==> config.mk <==
export PLATFORM = sky130hd
export DESIGN_NAME = ppm_stream_pixel_decoder
export DESIGN_NICKNAME = d
export VERILOG_FILES = /design/src/rtl/core/ppmd_pkg.sv /design/src/rtl/core/ppmd_csr.sv /design/src/rtl/core/ppmd_parser.sv /design/src/rtl/core/ppm_stream_pixel_decoder.sv
export SDC_FILE = /design/constraint.sdc
export NUM_CORES = 1
export LEC_CHECK = 0
export ABC_CLOCK_PERIOD_IN_PS = 5400
export BUFFER_PORTS_ARGS = -buffer_cell sky130_fd_sc_hd__buf_2
export CORE_MARGIN = 5
export CORE_UTILIZATION = 45
export CTS_CLUSTER_DIAMETER = 40
export DETAILED_ROUTE_END_ITERATION = 12
export GPL_TIMING_DRIVEN = 0
export HOLD_SLACK_MARGIN = 0.05
export PLACE_DENSITY_LB_ADDON = 0.1
export SLEW_MARGIN = 20
export SYNTH_ARGS = -nofsm -noshare
export SYNTH_HDL_FRONTEND = slang
export SYNTH_SLANG_ARGS = --single-unit
==> constraint.sdc <==
create_clock -name clock -period 5.4 [get_ports clock]
set_clock_uncertainty 0.05 [all_clocks]
set_input_delay 0 -clock clock [delete_from_list [all_inputs] [get_ports clock]]
set_output_delay 0 -clock clock [all_outputs]
set_load 0.005 [all_outputs]
==> src/rtl/core/ppmd_pkg.sv <==
// ---------------------------------------------------------------------------
// ppmd_pkg
// Shared types and constants of the streaming PPM pixel decoder.
// ---------------------------------------------------------------------------
package ppmd_pkg;

   // largest accepted image width or height
   localparam int MaxDim = 4096;

   // result kinds
   localparam logic [1:0] KindPixel  = 2'd0;
   localparam logic [1:0] KindHeader = 2'd1;
   localparam logic [1:0] KindError  = 2'd2;

   // error codes
   localparam logic [2:0] ErrNone      = 3'd0;
   localparam logic [2:0] ErrBadMagic  = 3'd1;
   localparam logic [2:0] ErrMaxval    = 3'd2;
   localparam logic [2:0] ErrSize      = 3'd3;
   localparam logic [2:0] ErrEarlyEnd  = 3'd4;

   // configuration register indexes
   localparam logic RegXOrigin = 1'b0;
   localparam logic RegYOrigin = 1'b1;

   // file characters
   localparam logic [7:0] ChP       = 8'h50;
   localparam logic [7:0] ChThree   = 8'h33;
   localparam logic [7:0] ChSix     = 8'h36;
   localparam logic [7:0] ChHash    = 8'h23;
   localparam logic [7:0] ChNewline = 8'h0A;
   localparam logic [7:0] ChZero    = 8'h30;
   localparam logic [7:0] ChNine    = 8'h39;

   // one result transaction
   typedef struct packed {
      logic [1:0]  result_kind;
      logic [7:0]  red;
      logic [7:0]  green;
      logic [7:0]  blue;
      logic [12:0] column;
      logic [12:0] row;
      logic [12:0] image_width;
      logic [12:0] image_height;
      logic [7:0]  max_value;
      logic        binary_mode;
      logic [2:0]  error_code;
      logic        last;
   } rsp_type;

   // configured origin
   typedef struct packed {
      logic [11:0] x_origin;
      logic [11:0] y_origin;
   } origin_type;

endpackage

==> src/rtl/core/ppmd_csr.sv <==
// ---------------------------------------------------------------------------
// ppmd_csr
// Register port holding the pixel coordinate origin.
// ---------------------------------------------------------------------------
module ppmd_csr
   import ppmd_pkg::*;
(
   input  logic        clock,
   input  logic        reset,
   input  logic        csr_psel,
   input  logic        csr_penable,
   input  logic        csr_pwrite,
   input  logic [2:0]  csr_paddr,
   input  logic [31:0] csr_pwdata,
   output logic [31:0] csr_prdata,
   output logic        csr_pready,
   output origin_type  origin
);

   logic [11:0] x_origin_ff, x_origin_in;
   logic [11:0] y_origin_ff, y_origin_in;
   logic        wr_en;
   logic        reg_sel;

   assign csr_pready = 1'b1;
   assign wr_en      = csr_psel & csr_penable & csr_pwrite;
   assign reg_sel    = csr_paddr[2];

   // register writes
   always_comb begin
      x_origin_in = x_origin_ff;
      y_origin_in = y_origin_ff;
      if (wr_en) begin
         unique case (reg_sel)
            RegXOrigin: x_origin_in = csr_pwdata[11:0];
            RegYOrigin: y_origin_in = csr_pwdata[11:0];
            default: ;
         endcase
      end
   end

   always_ff @(posedge clock) begin
      if (reset) begin
         x_origin_ff <= '0;
         y_origin_ff <= '0;
      end else begin
         x_origin_ff <= x_origin_in;
         y_origin_ff <= y_origin_in;
      end
   end

   // read back
   always_comb begin
      unique case (reg_sel)
         RegXOrigin: csr_prdata = {20'd0, x_origin_ff};
         RegYOrigin: csr_prdata = {20'd0, y_origin_ff};
         default:    csr_prdata = '0;
      endcase
   end

   assign origin.x_origin = x_origin_ff;
   assign origin.y_origin = y_origin_ff;

endmodule

==> src/rtl/core/ppmd_parser.sv <==
// ---------------------------------------------------------------------------
// ppmd_parser
// Byte parser state and the combinational decode of one input byte.
// ---------------------------------------------------------------------------
module ppmd_parser
   import ppmd_pkg::*;
(
   input  logic       clock,
   input  logic       reset,
   input  logic       go,
   input  logic [7:0] byte_value,
   input  logic       end_of_stream,
   input  origin_type origin,
   output logic       res_valid,
   output rsp_type    res
);

   // parse phases
   localparam logic [2:0] PhMagicP = 3'd0;
   localparam logic [2:0] PhMagicD = 3'd1;
   localparam logic [2:0] PhWidth  = 3'd2;
   localparam logic [2:0] PhHeight = 3'd3;
   localparam logic [2:0] PhMaxval = 3'd4;
   localparam logic [2:0] PhPixels = 3'd5;
   localparam logic [2:0] PhDone   = 3'd6;
   localparam logic [2:0] PhHalt   = 3'd7;

   typedef struct packed {
      logic [2:0]  phase;
      logic [15:0] acc;
      logic        active;
      logic        in_comment;
      logic        binary;
      logic [12:0] width;
      logic [12:0] height;
      logic [1:0]  comp;
      logic [7:0]  red_hold;
      logic [7:0]  green_hold;
      logic [11:0] col;
      logic [11:0] row;
   } parse_state_type;

   typedef struct packed {
      parse_state_type st;
      logic            vld;
      rsp_type         rsp;
   } step_type;

   parse_state_type state_ff, state_in;

   // error result, parser halts
   function automatic step_type emit_error(parse_state_type s, logic [2:0] code);
      step_type r;
      r                = '0;
      r.st             = s;
      r.st.phase       = PhHalt;
      r.vld            = 1'b1;
      r.rsp.result_kind = KindError;
      r.rsp.error_code = code;
      return r;
   endfunction

   // pixel result and raster advance
   function automatic step_type emit_pixel(parse_state_type s, logic [7:0] blue,
                                           origin_type org);
      step_type    r;
      logic [12:0] col_nxt;
      logic [12:0] row_nxt;
      logic        row_end;
      logic        last;
      r       = '0;
      col_nxt = {1'b0, s.col} + 13'd1;
      row_nxt = {1'b0, s.row} + 13'd1;
      row_end = col_nxt >= s.width;
      last    = row_end && (row_nxt >= s.height);
      r.vld              = 1'b1;
      r.rsp.result_kind  = KindPixel;
      r.rsp.red          = s.red_hold;
      r.rsp.green        = s.green_hold;
      r.rsp.blue         = blue;
      r.rsp.column       = {1'b0, s.col} + {1'b0, org.x_origin};
      r.rsp.row          = {1'b0, s.row} + {1'b0, org.y_origin};
      r.rsp.binary_mode  = s.binary;
      r.rsp.last         = last;
      r.st               = s;
      r.st.comp          = 2'd0;
      if (last) begin
         r.st.phase = PhDone;
      end else if (row_end) begin
         r.st.col = '0;
         r.st.row = row_nxt[11:0];
      end else begin
         r.st.col = col_nxt[11:0];
      end
      return r;
   endfunction

   // collect one color sample
   function automatic step_type take_sample(parse_state_type s, logic [7:0] smp,
                                            origin_type org);
      step_type r;
      r    = '0;
      r.st = s;
      unique case (s.comp)
         2'd0: begin
            r.st.red_hold = smp;
            r.st.comp     = 2'd1;
         end
         2'd1: begin
            r.st.green_hold = smp;
            r.st.comp       = 2'd2;
         end
         default: r = emit_pixel(s, smp, org);
      endcase
      return r;
   endfunction

   // finish the pending decimal number
   function automatic step_type take_number(parse_state_type s, origin_type org);
      step_type    r;
      logic [15:0] v;
      r        = '0;
      v        = s.acc;
      s.acc    = '0;
      s.active = 1'b0;
      r.st     = s;
      unique case (s.phase)
         PhWidth: begin
            if (v > 16'(MaxDim)) begin
               r = emit_error(s, ErrSize);
            end else begin
               r.st.width = v[12:0];
               r.st.phase = PhHeight;
            end
         end
         PhHeight: begin
            if (v > 16'(MaxDim)) begin
               r = emit_error(s, ErrSize);
            end else begin
               r.st.height = v[12:0];
               r.st.phase  = PhMaxval;
            end
         end
         PhMaxval: begin
            if (v > 16'd255) begin
               r = emit_error(s, ErrMaxval);
            end else begin
               r.vld              = 1'b1;
               r.rsp.result_kind  = KindHeader;
               r.rsp.image_width  = s.width;
               r.rsp.image_height = s.height;
               r.rsp.max_value    = v[7:0];
               r.rsp.binary_mode  = s.binary;
               r.st.col           = '0;
               r.st.row           = '0;
               r.st.comp          = 2'd0;
               if (s.width == '0 || s.height == '0) begin
                  r.rsp.last = 1'b1;
                  r.st.phase = PhDone;
               end else begin
                  r.st.phase = PhPixels;
               end
            end
         end
         PhPixels: begin
            r = take_sample(s, (v > 16'd255) ? 8'hFF : v[7:0], org);
         end
         default: ;
      endcase
      return r;
   endfunction

   // text byte: digits, separators and comments
   function automatic step_type ascii_byte(parse_state_type s, logic [7:0] b,
                                           origin_type org);
      step_type    r;
      logic [19:0] acc_x10;
      logic [2:0]  old_phase;
      r         = '0;
      r.st      = s;
      old_phase = s.phase;
      acc_x10   = ({4'd0, s.acc} << 3) + ({4'd0, s.acc} << 1) + 20'(b - ChZero);
      if (s.in_comment) begin
         if (b == ChNewline) r.st.in_comment = 1'b0;
      end else if (b >= ChZero && b <= ChNine) begin
         r.st.acc    = (acc_x10[19:16] != 4'd0) ? 16'hFFFF : acc_x10[15:0];
         r.st.active = 1'b1;
      end else begin
         if (s.active) r = take_number(s, org);
         if (!(s.active && s.binary && old_phase == PhMaxval)) begin
            if (b == ChHash && r.st.phase != PhDone && r.st.phase != PhHalt)
               r.st.in_comment = 1'b1;
         end
      end
      return r;
   endfunction

   // end of file handling
   function automatic step_type end_stream(parse_state_type s, origin_type org);
      step_type r;
      step_type tn;
      r  = '0;
      tn = '0;
      if (s.phase == PhMagicP || s.phase == PhDone || s.phase == PhHalt) begin
         r.vld = 1'b0;
      end else begin
         if (s.phase != PhMagicD && !(s.phase == PhPixels && s.binary) && s.active)
            tn = take_number(s, org);
         if (tn.vld && (tn.st.phase == PhDone || tn.st.phase == PhHalt))
            r = tn;
         else
            r = emit_error(s, ErrEarlyEnd);
      end
      r.st = '0;
      return r;
   endfunction

   // decode of the byte in the input register
   always_comb begin
      step_type r;
      r    = '0;
      r.st = state_ff;
      if (end_of_stream) begin
         r = end_stream(state_ff, origin);
      end else begin
         unique case (state_ff.phase)
            PhMagicP: begin
               if (byte_value != ChP) r = emit_error(state_ff, ErrBadMagic);
               else                   r.st.phase = PhMagicD;
            end
            PhMagicD: begin
               if (byte_value == ChThree) begin
                  r.st.binary = 1'b0;
                  r.st.phase  = PhWidth;
               end else if (byte_value == ChSix) begin
                  r.st.binary = 1'b1;
                  r.st.phase  = PhWidth;
               end else begin
                  r = emit_error(state_ff, ErrBadMagic);
               end
            end
            PhWidth, PhHeight, PhMaxval: r = ascii_byte(state_ff, byte_value, origin);
            PhPixels: begin
               if (state_ff.binary) r = take_sample(state_ff, byte_value, origin);
               else                 r = ascii_byte(state_ff, byte_value, origin);
            end
            default: ;
         endcase
      end
      state_in  = go ? r.st : state_ff;
      res_valid = go & r.vld;
      res       = r.rsp;
   end

   always_ff @(posedge clock) begin
      if (reset) state_ff <= '0;
      else       state_ff <= state_in;
   end

endmodule

==> src/rtl/core/ppm_stream_pixel_decoder.sv <==
// ---------------------------------------------------------------------------
// ppm_stream_pixel_decoder
// Streaming P3/P6 image decoder: file bytes in, header and pixels out.
//
//   channel | direction | handshake          | payload
//   --------+-----------+--------------------+-------------------------------
//   req_    | in        | valid / stall      | one file byte, end of stream
//   rsp_    | out       | valid / stall      | pixel, header or error
//   csr_    | in        | apb-style, 0 wait  | x_origin @0, y_origin @4
//
// one byte per cycle sustained while rsp_ is not stalled; a byte is decoded
// while it sits in the input register and its result is loaded into the
// output register when that byte advances.
// reset clears the parser and the origin.
// a stalled output holds the input register, which then stalls req_.
// ---------------------------------------------------------------------------
module ppm_stream_pixel_decoder
   import ppmd_pkg::*;
(
   input  logic        clock,
   input  logic        reset,
   // input bytes
   input  logic        req_valid,
   output logic        req_stall,
   input  logic [7:0]  req_byte_value,
   input  logic        req_end_of_stream,
   // results
   output logic        rsp_valid,
   input  logic        rsp_stall,
   output logic [1:0]  rsp_result_kind,
   output logic [7:0]  rsp_red,
   output logic [7:0]  rsp_green,
   output logic [7:0]  rsp_blue,
   output logic [12:0] rsp_column,
   output logic [12:0] rsp_row,
   output logic [12:0] rsp_image_width,
   output logic [12:0] rsp_image_height,
   output logic [7:0]  rsp_max_value,
   output logic        rsp_binary_mode,
   output logic [2:0]  rsp_error_code,
   output logic        rsp_last,
   // configuration
   input  logic        csr_psel,
   input  logic        csr_penable,
   input  logic        csr_pwrite,
   input  logic [2:0]  csr_paddr,
   input  logic [31:0] csr_pwdata,
   output logic [31:0] csr_prdata,
   output logic        csr_pready
);

   logic       in_vld_ff, in_vld_in;
   logic [7:0] in_byte_ff;
   logic       in_eos_ff;
   logic       rsp_vld_ff, rsp_vld_in;
   rsp_type    rsp_ff;
   logic       advance;
   logic       req_take;
   logic       go;
   logic       res_valid;
   rsp_type    res;
   origin_type origin;

   // configuration registers
   ppmd_csr u_csr (
      .clock      (clock),
      .reset      (reset),
      .csr_psel   (csr_psel),
      .csr_penable(csr_penable),
      .csr_pwrite (csr_pwrite),
      .csr_paddr  (csr_paddr),
      .csr_pwdata (csr_pwdata),
      .csr_prdata (csr_prdata),
      .csr_pready (csr_pready),
      .origin     (origin)
   );

   // pipeline control
   assign advance   = !rsp_vld_ff || !rsp_stall;
   assign go        = in_vld_ff && advance;
   assign req_stall = in_vld_ff && !advance;
   assign req_take  = req_valid && !req_stall;

   always_comb begin
      if (req_take)     in_vld_in = 1'b1;
      else if (advance) in_vld_in = 1'b0;
      else              in_vld_in = in_vld_ff;
   end

   assign rsp_vld_in = advance ? res_valid : rsp_vld_ff;

   // input register
   always_ff @(posedge clock) begin
      if (reset) in_vld_ff <= 1'b0;
      else       in_vld_ff <= in_vld_in;
   end

   always_ff @(posedge clock) begin
      if (req_take) begin
         in_byte_ff <= req_byte_value;
         in_eos_ff  <= req_end_of_stream;
      end
   end

   // byte decode
   ppmd_parser u_parser (
      .clock        (clock),
      .reset        (reset),
      .go           (go),
      .byte_value   (in_byte_ff),
      .end_of_stream(in_eos_ff),
      .origin       (origin),
      .res_valid    (res_valid),
      .res          (res)
   );

   // output register
   always_ff @(posedge clock) begin
      if (reset) rsp_vld_ff <= 1'b0;
      else       rsp_vld_ff <= rsp_vld_in;
   end

   always_ff @(posedge clock) begin
      if (advance && res_valid) rsp_ff <= res;
   end

   assign rsp_valid        = rsp_vld_ff;
   assign rsp_result_kind  = rsp_ff.result_kind;
   assign rsp_red          = rsp_ff.red;
   assign rsp_green        = rsp_ff.green;
   assign rsp_blue         = rsp_ff.blue;
   assign rsp_column       = rsp_ff.column;
   assign rsp_row          = rsp_ff.row;
   assign rsp_image_width  = rsp_ff.image_width;
   assign rsp_image_height = rsp_ff.image_height;
   assign rsp_max_value    = rsp_ff.max_value;
   assign rsp_binary_mode  = rsp_ff.binary_mode;
   assign rsp_error_code   = rsp_ff.error_code;
   assign rsp_last         = rsp_ff.last;

   // a byte held behind a stalled output keeps its value
   a_in_hold: assert property (@(posedge clock) disable iff (reset)
      in_vld_ff && !advance |=> in_vld_ff && $stable(in_byte_ff) && $stable(in_eos_ff))
      else $error("input register lost a byte under stall");

   // error results carry a code and no mode bit
   a_err_code: assert property (@(posedge clock) disable iff (reset)
      rsp_vld_ff && rsp_ff.result_kind == KindError |->
         rsp_ff.error_code != ErrNone && !rsp_ff.binary_mode)
      else $error("error result without code");

   // pixels and headers carry no error code
   a_no_code: assert property (@(posedge clock) disable iff (reset)
      rsp_vld_ff && rsp_ff.result_kind != KindError |-> rsp_ff.error_code == ErrNone)
      else $error("non-error result with code");

   // a header marked last belongs to an empty image
   a_empty_hdr: assert property (@(posedge clock) disable iff (reset)
      rsp_vld_ff && rsp_ff.result_kind == KindHeader && rsp_ff.last |->
         rsp_ff.image_width == '0 || rsp_ff.image_height == '0)
      else $error("last header on non-empty image");

endmodule
==> metrics.yaml <==
status: "completed"
power_switching_mw: 1.095
drtIter0Drc: 816
slowest_delay_ns: 0.63
hold_violations: 0
vias: 11170
wirelength_um: 37970
cts_hold_buf: 36
pre_cts_ws_ns: 0.5505
core-area_um2: 28550
critPathTopFamily: "compound AO/OA/AOI/OAI gates"
synthMuxAreaShare_pct: 1.275
rsz0062_at_grt: "false"
path_cells: "ha_1, nor2_2, fa_1, ha_1, a21oi_1, a31oi_1, a211oi_1, nor4_1, or3_1, a211o_1, buf_2, nor2_1, o21ai_0"
finalWorstSetupSlack_ns: 0.5275
synth_top_area_share_pct: 23.19
p_leak_nw: 6.596
final_max_slew_viol_count: 0
fin_crit_ns: 4.872
maxCapViolations: 0
p_per_area_nw_per_um2: 281.8
cts_resized: 0
track_usage_pct: 22.97
crit_path_frequent_cell: "ha_1"
rows: 62
area_growth_pct: 22.31
ys.warnings.count: 0
syn_area_um2: 12950
insertion_delay_ns: 0.53
synth-simple-area-share_pct: 19.87
firstDrtPassIters: 5
grt_pass1_vias: 11280
synth_top_area_cell: "edfxtp_1"
power_frac_comb_pct: 7.0
synthesis.instances: 1405
synth_cell_types: 81
drive_gt1_share_pct: 18.66
nNetsFinal: 1777
grt_pass1_wl_um: 60770
worst_hold_path_type: "input pin to flip-flop"
synth_top_family_by_area: "simple AND/OR/NAND/NOR gates"
slew_headroom_pct: 43.17
setup_viol: 0
postCtsSetupBuffers: 0
multi_input_area_um2: 7007
ys_async_sr_fraction_pct: 0
path_class: "flip-flop to flip-flop"
chipWidth_um: 179.6
clock-root-buffer: "clkbuf_16"
synthTopCellsByCount: "155 x nand2_1, 116 x dfxtp_1, 106 x o21ai_0"
worstMarginPinSlew_ns: 0.8435
grt_remaining_overflow: 0
grt_max_degree: 57
port_buffers: 132
synth_fa_ha_area_share_pct: 10.07
synth-edff-count: 100
switching_share_pct: 24.54
synth-compound-area-share_pct: 19.01
crit_fanout: 11
viasPerCell: 5.460
fin_crit_sh_pct: 90.23
synthMostInstantiatedCell: "nand2_1"
start_util_pct: 45.36
cp_slowest_cell: "nor2_2"
cts_sinks: 216
vdd_drop_max_mv: 0.1977
critPathRequiredTime_ns: 5.74
p_clk_share_pct: 53.3
htree_num_levels: 2
ant_nets: 0
wl_per_cell_um: 18.57
io-pin-count: 177
regArea_um2: 5325
crit_arrival_ns: 5.21
cts_tree: "done"
clk_pin_slew_ns: 0.05
synthTopCellsByArea: "edfxtp_1 23%, dfxtp_1 18%, ha_1 7.4%, nand2_1 4.5%, o21ai_0 4.1%"
ys_seq_area_share_pct: 41.12
cts_buffer_depth: 3
hpwlAfterDp_um: 28300
p_int_mw: 3.367
synth_ff_type: "dfxtp_1"
gp_congestion: 0.9475
dp_cells: 1941
fillers: 2646
die_area_um2: 32270
numCtsBuffers: 37
antenna_found_initial: 0
synth-seq-cells: 216
diodes: 0
seqPwrFrac_pct: 39.8
path_buf_inv: 1
syn_area_per_cell_um2: 9.216
drc: 0
cp-start-kind: "flip-flop"
final_cells: 2045
max_clock_freq_mhz: 205.2
end_kind: "flip-flop"
synth_xor_xnor_area_share_pct: 3.247
die_h_um: 179.6
worst paths after layout:
path | from | cells after the start | slack [ns] | endpoint
max | in_byte_ff[4] | 13 | 0.53 | u_parser.state_ff[81]
min | req_byte_value[4] | 2 | 0.13 | in_byte_ff[4]
max reg2reg | in_byte_ff[4] | 13 | 0.53 | u_parser.state_ff[81]
min reg2reg | u_parser.state_ff[25] | 2 | 0.42 | u_parser.state_ff[25]
cell usage in the layout, fill, tap and decap left out, types with 24 or more instances in the layout:
master           n
a21oi_1        100
a22o_1          33
and2_1          35
and2_4          30
buf_2          149
clkbuf_1        39
clkbuf_16       39
dfxtp_1        116
dlygate4sd3_1   36
edfxtp_1       100
ha_1            77
inv_1           68
nand2_1        155
nand3_1         32
nor2_1          86
nor3_1          33
o21ai_0        106
xnor2_1         24
xor2_1          24
registers in the layout, summed over array words and instances, names as in the netlist, 12 cells and up:
register and count:
u_parser.state_ff 90, rsp_image_height 13, rsp_row 13, u_csr.x_origin_ff 12, rsp_column 13, rsp_image_width 13
u_csr.y_origin_ff 12
worst reg2reg max path, delay by kind of cell (launching register included):
family	cells	cell delay [ns]
buf+inv	1	0.24
compound gates	5	1.32
simple gates	4	1.29
fa+ha+maj	3	1.33
flops	1	0.52
logic make-up (layout without fill, tap and decap cells):
group | after synthesis | in the layout
and+or+nand+nor | 500 | 500
adders and majority gates | 94 | 94
AOI/OAI and AO/OA | 379 | 379
other | 2 | 21
buffers and inverters | 151 | 388
muxes | 15 | 15
DFF | 216 | 216
xor gates and xnor gates | 48 | 48
stage by stage:
| step | area, µm² | TNS (ns) | hold WS [ns] | total power, mW | utilization [%] |
|---|---|---|---|---|---|
| floorplan | 13020 | 0 | 0.04887 | 1.985 | - |
| global placement | 14160 | -56.03 | 0.1259 | 2.097 | 49.61 |
| detailed placement | 14190 | 0 | 0.1281 | 2.097 | 49.72 |
| CTS | 15840 | 0 | 0.1104 | 4.499 | 55.48 |
| global route | 15840 | 0 | 0.1333 | 4.631 | 55.48 |
| finish | 15840 | 0 | 0.1257 | 4.462 | 55.48 |
routing by layer:
metal	global-route usage [%]	routed length (µm)
met1	30.05	16740
met2	39.63	18350
met3	3.355	1785
met4	6.888	1095
met5	0	0
area by class of cell:
| class | instances | area share [%] |
|---|---|---|
| clock inverter | 26 | 1.872 |
| clock buffer | 42 | 6.233 |
| inverter | 70 | 1.659 |
| timing repair buffer | 169 | 6.620 |
| buffer | 81 | 2.718 |
| sequential | 216 | 33.62 |
| tap | 384 | 3.034 |
| multi-input combinational | 1057 | 44.24 |
power by group through the flow:
| stage | logic, mW | clock network [mW] | registers [mW] |
|---|---|---|---|
| global route | 0.342 | 2.51 | 1.78 |
| detailed placement | 0.290 | 0 | 1.81 |
| CTS | 0.309 | 2.42 | 1.77 |
| floorplan | 0.176 | 0 | 1.81 |
| finish | 0.311 | 2.38 | 1.77 |
| global placement | 0.285 | 0 | 1.81 |
Power figures use the tool's default switching activity.
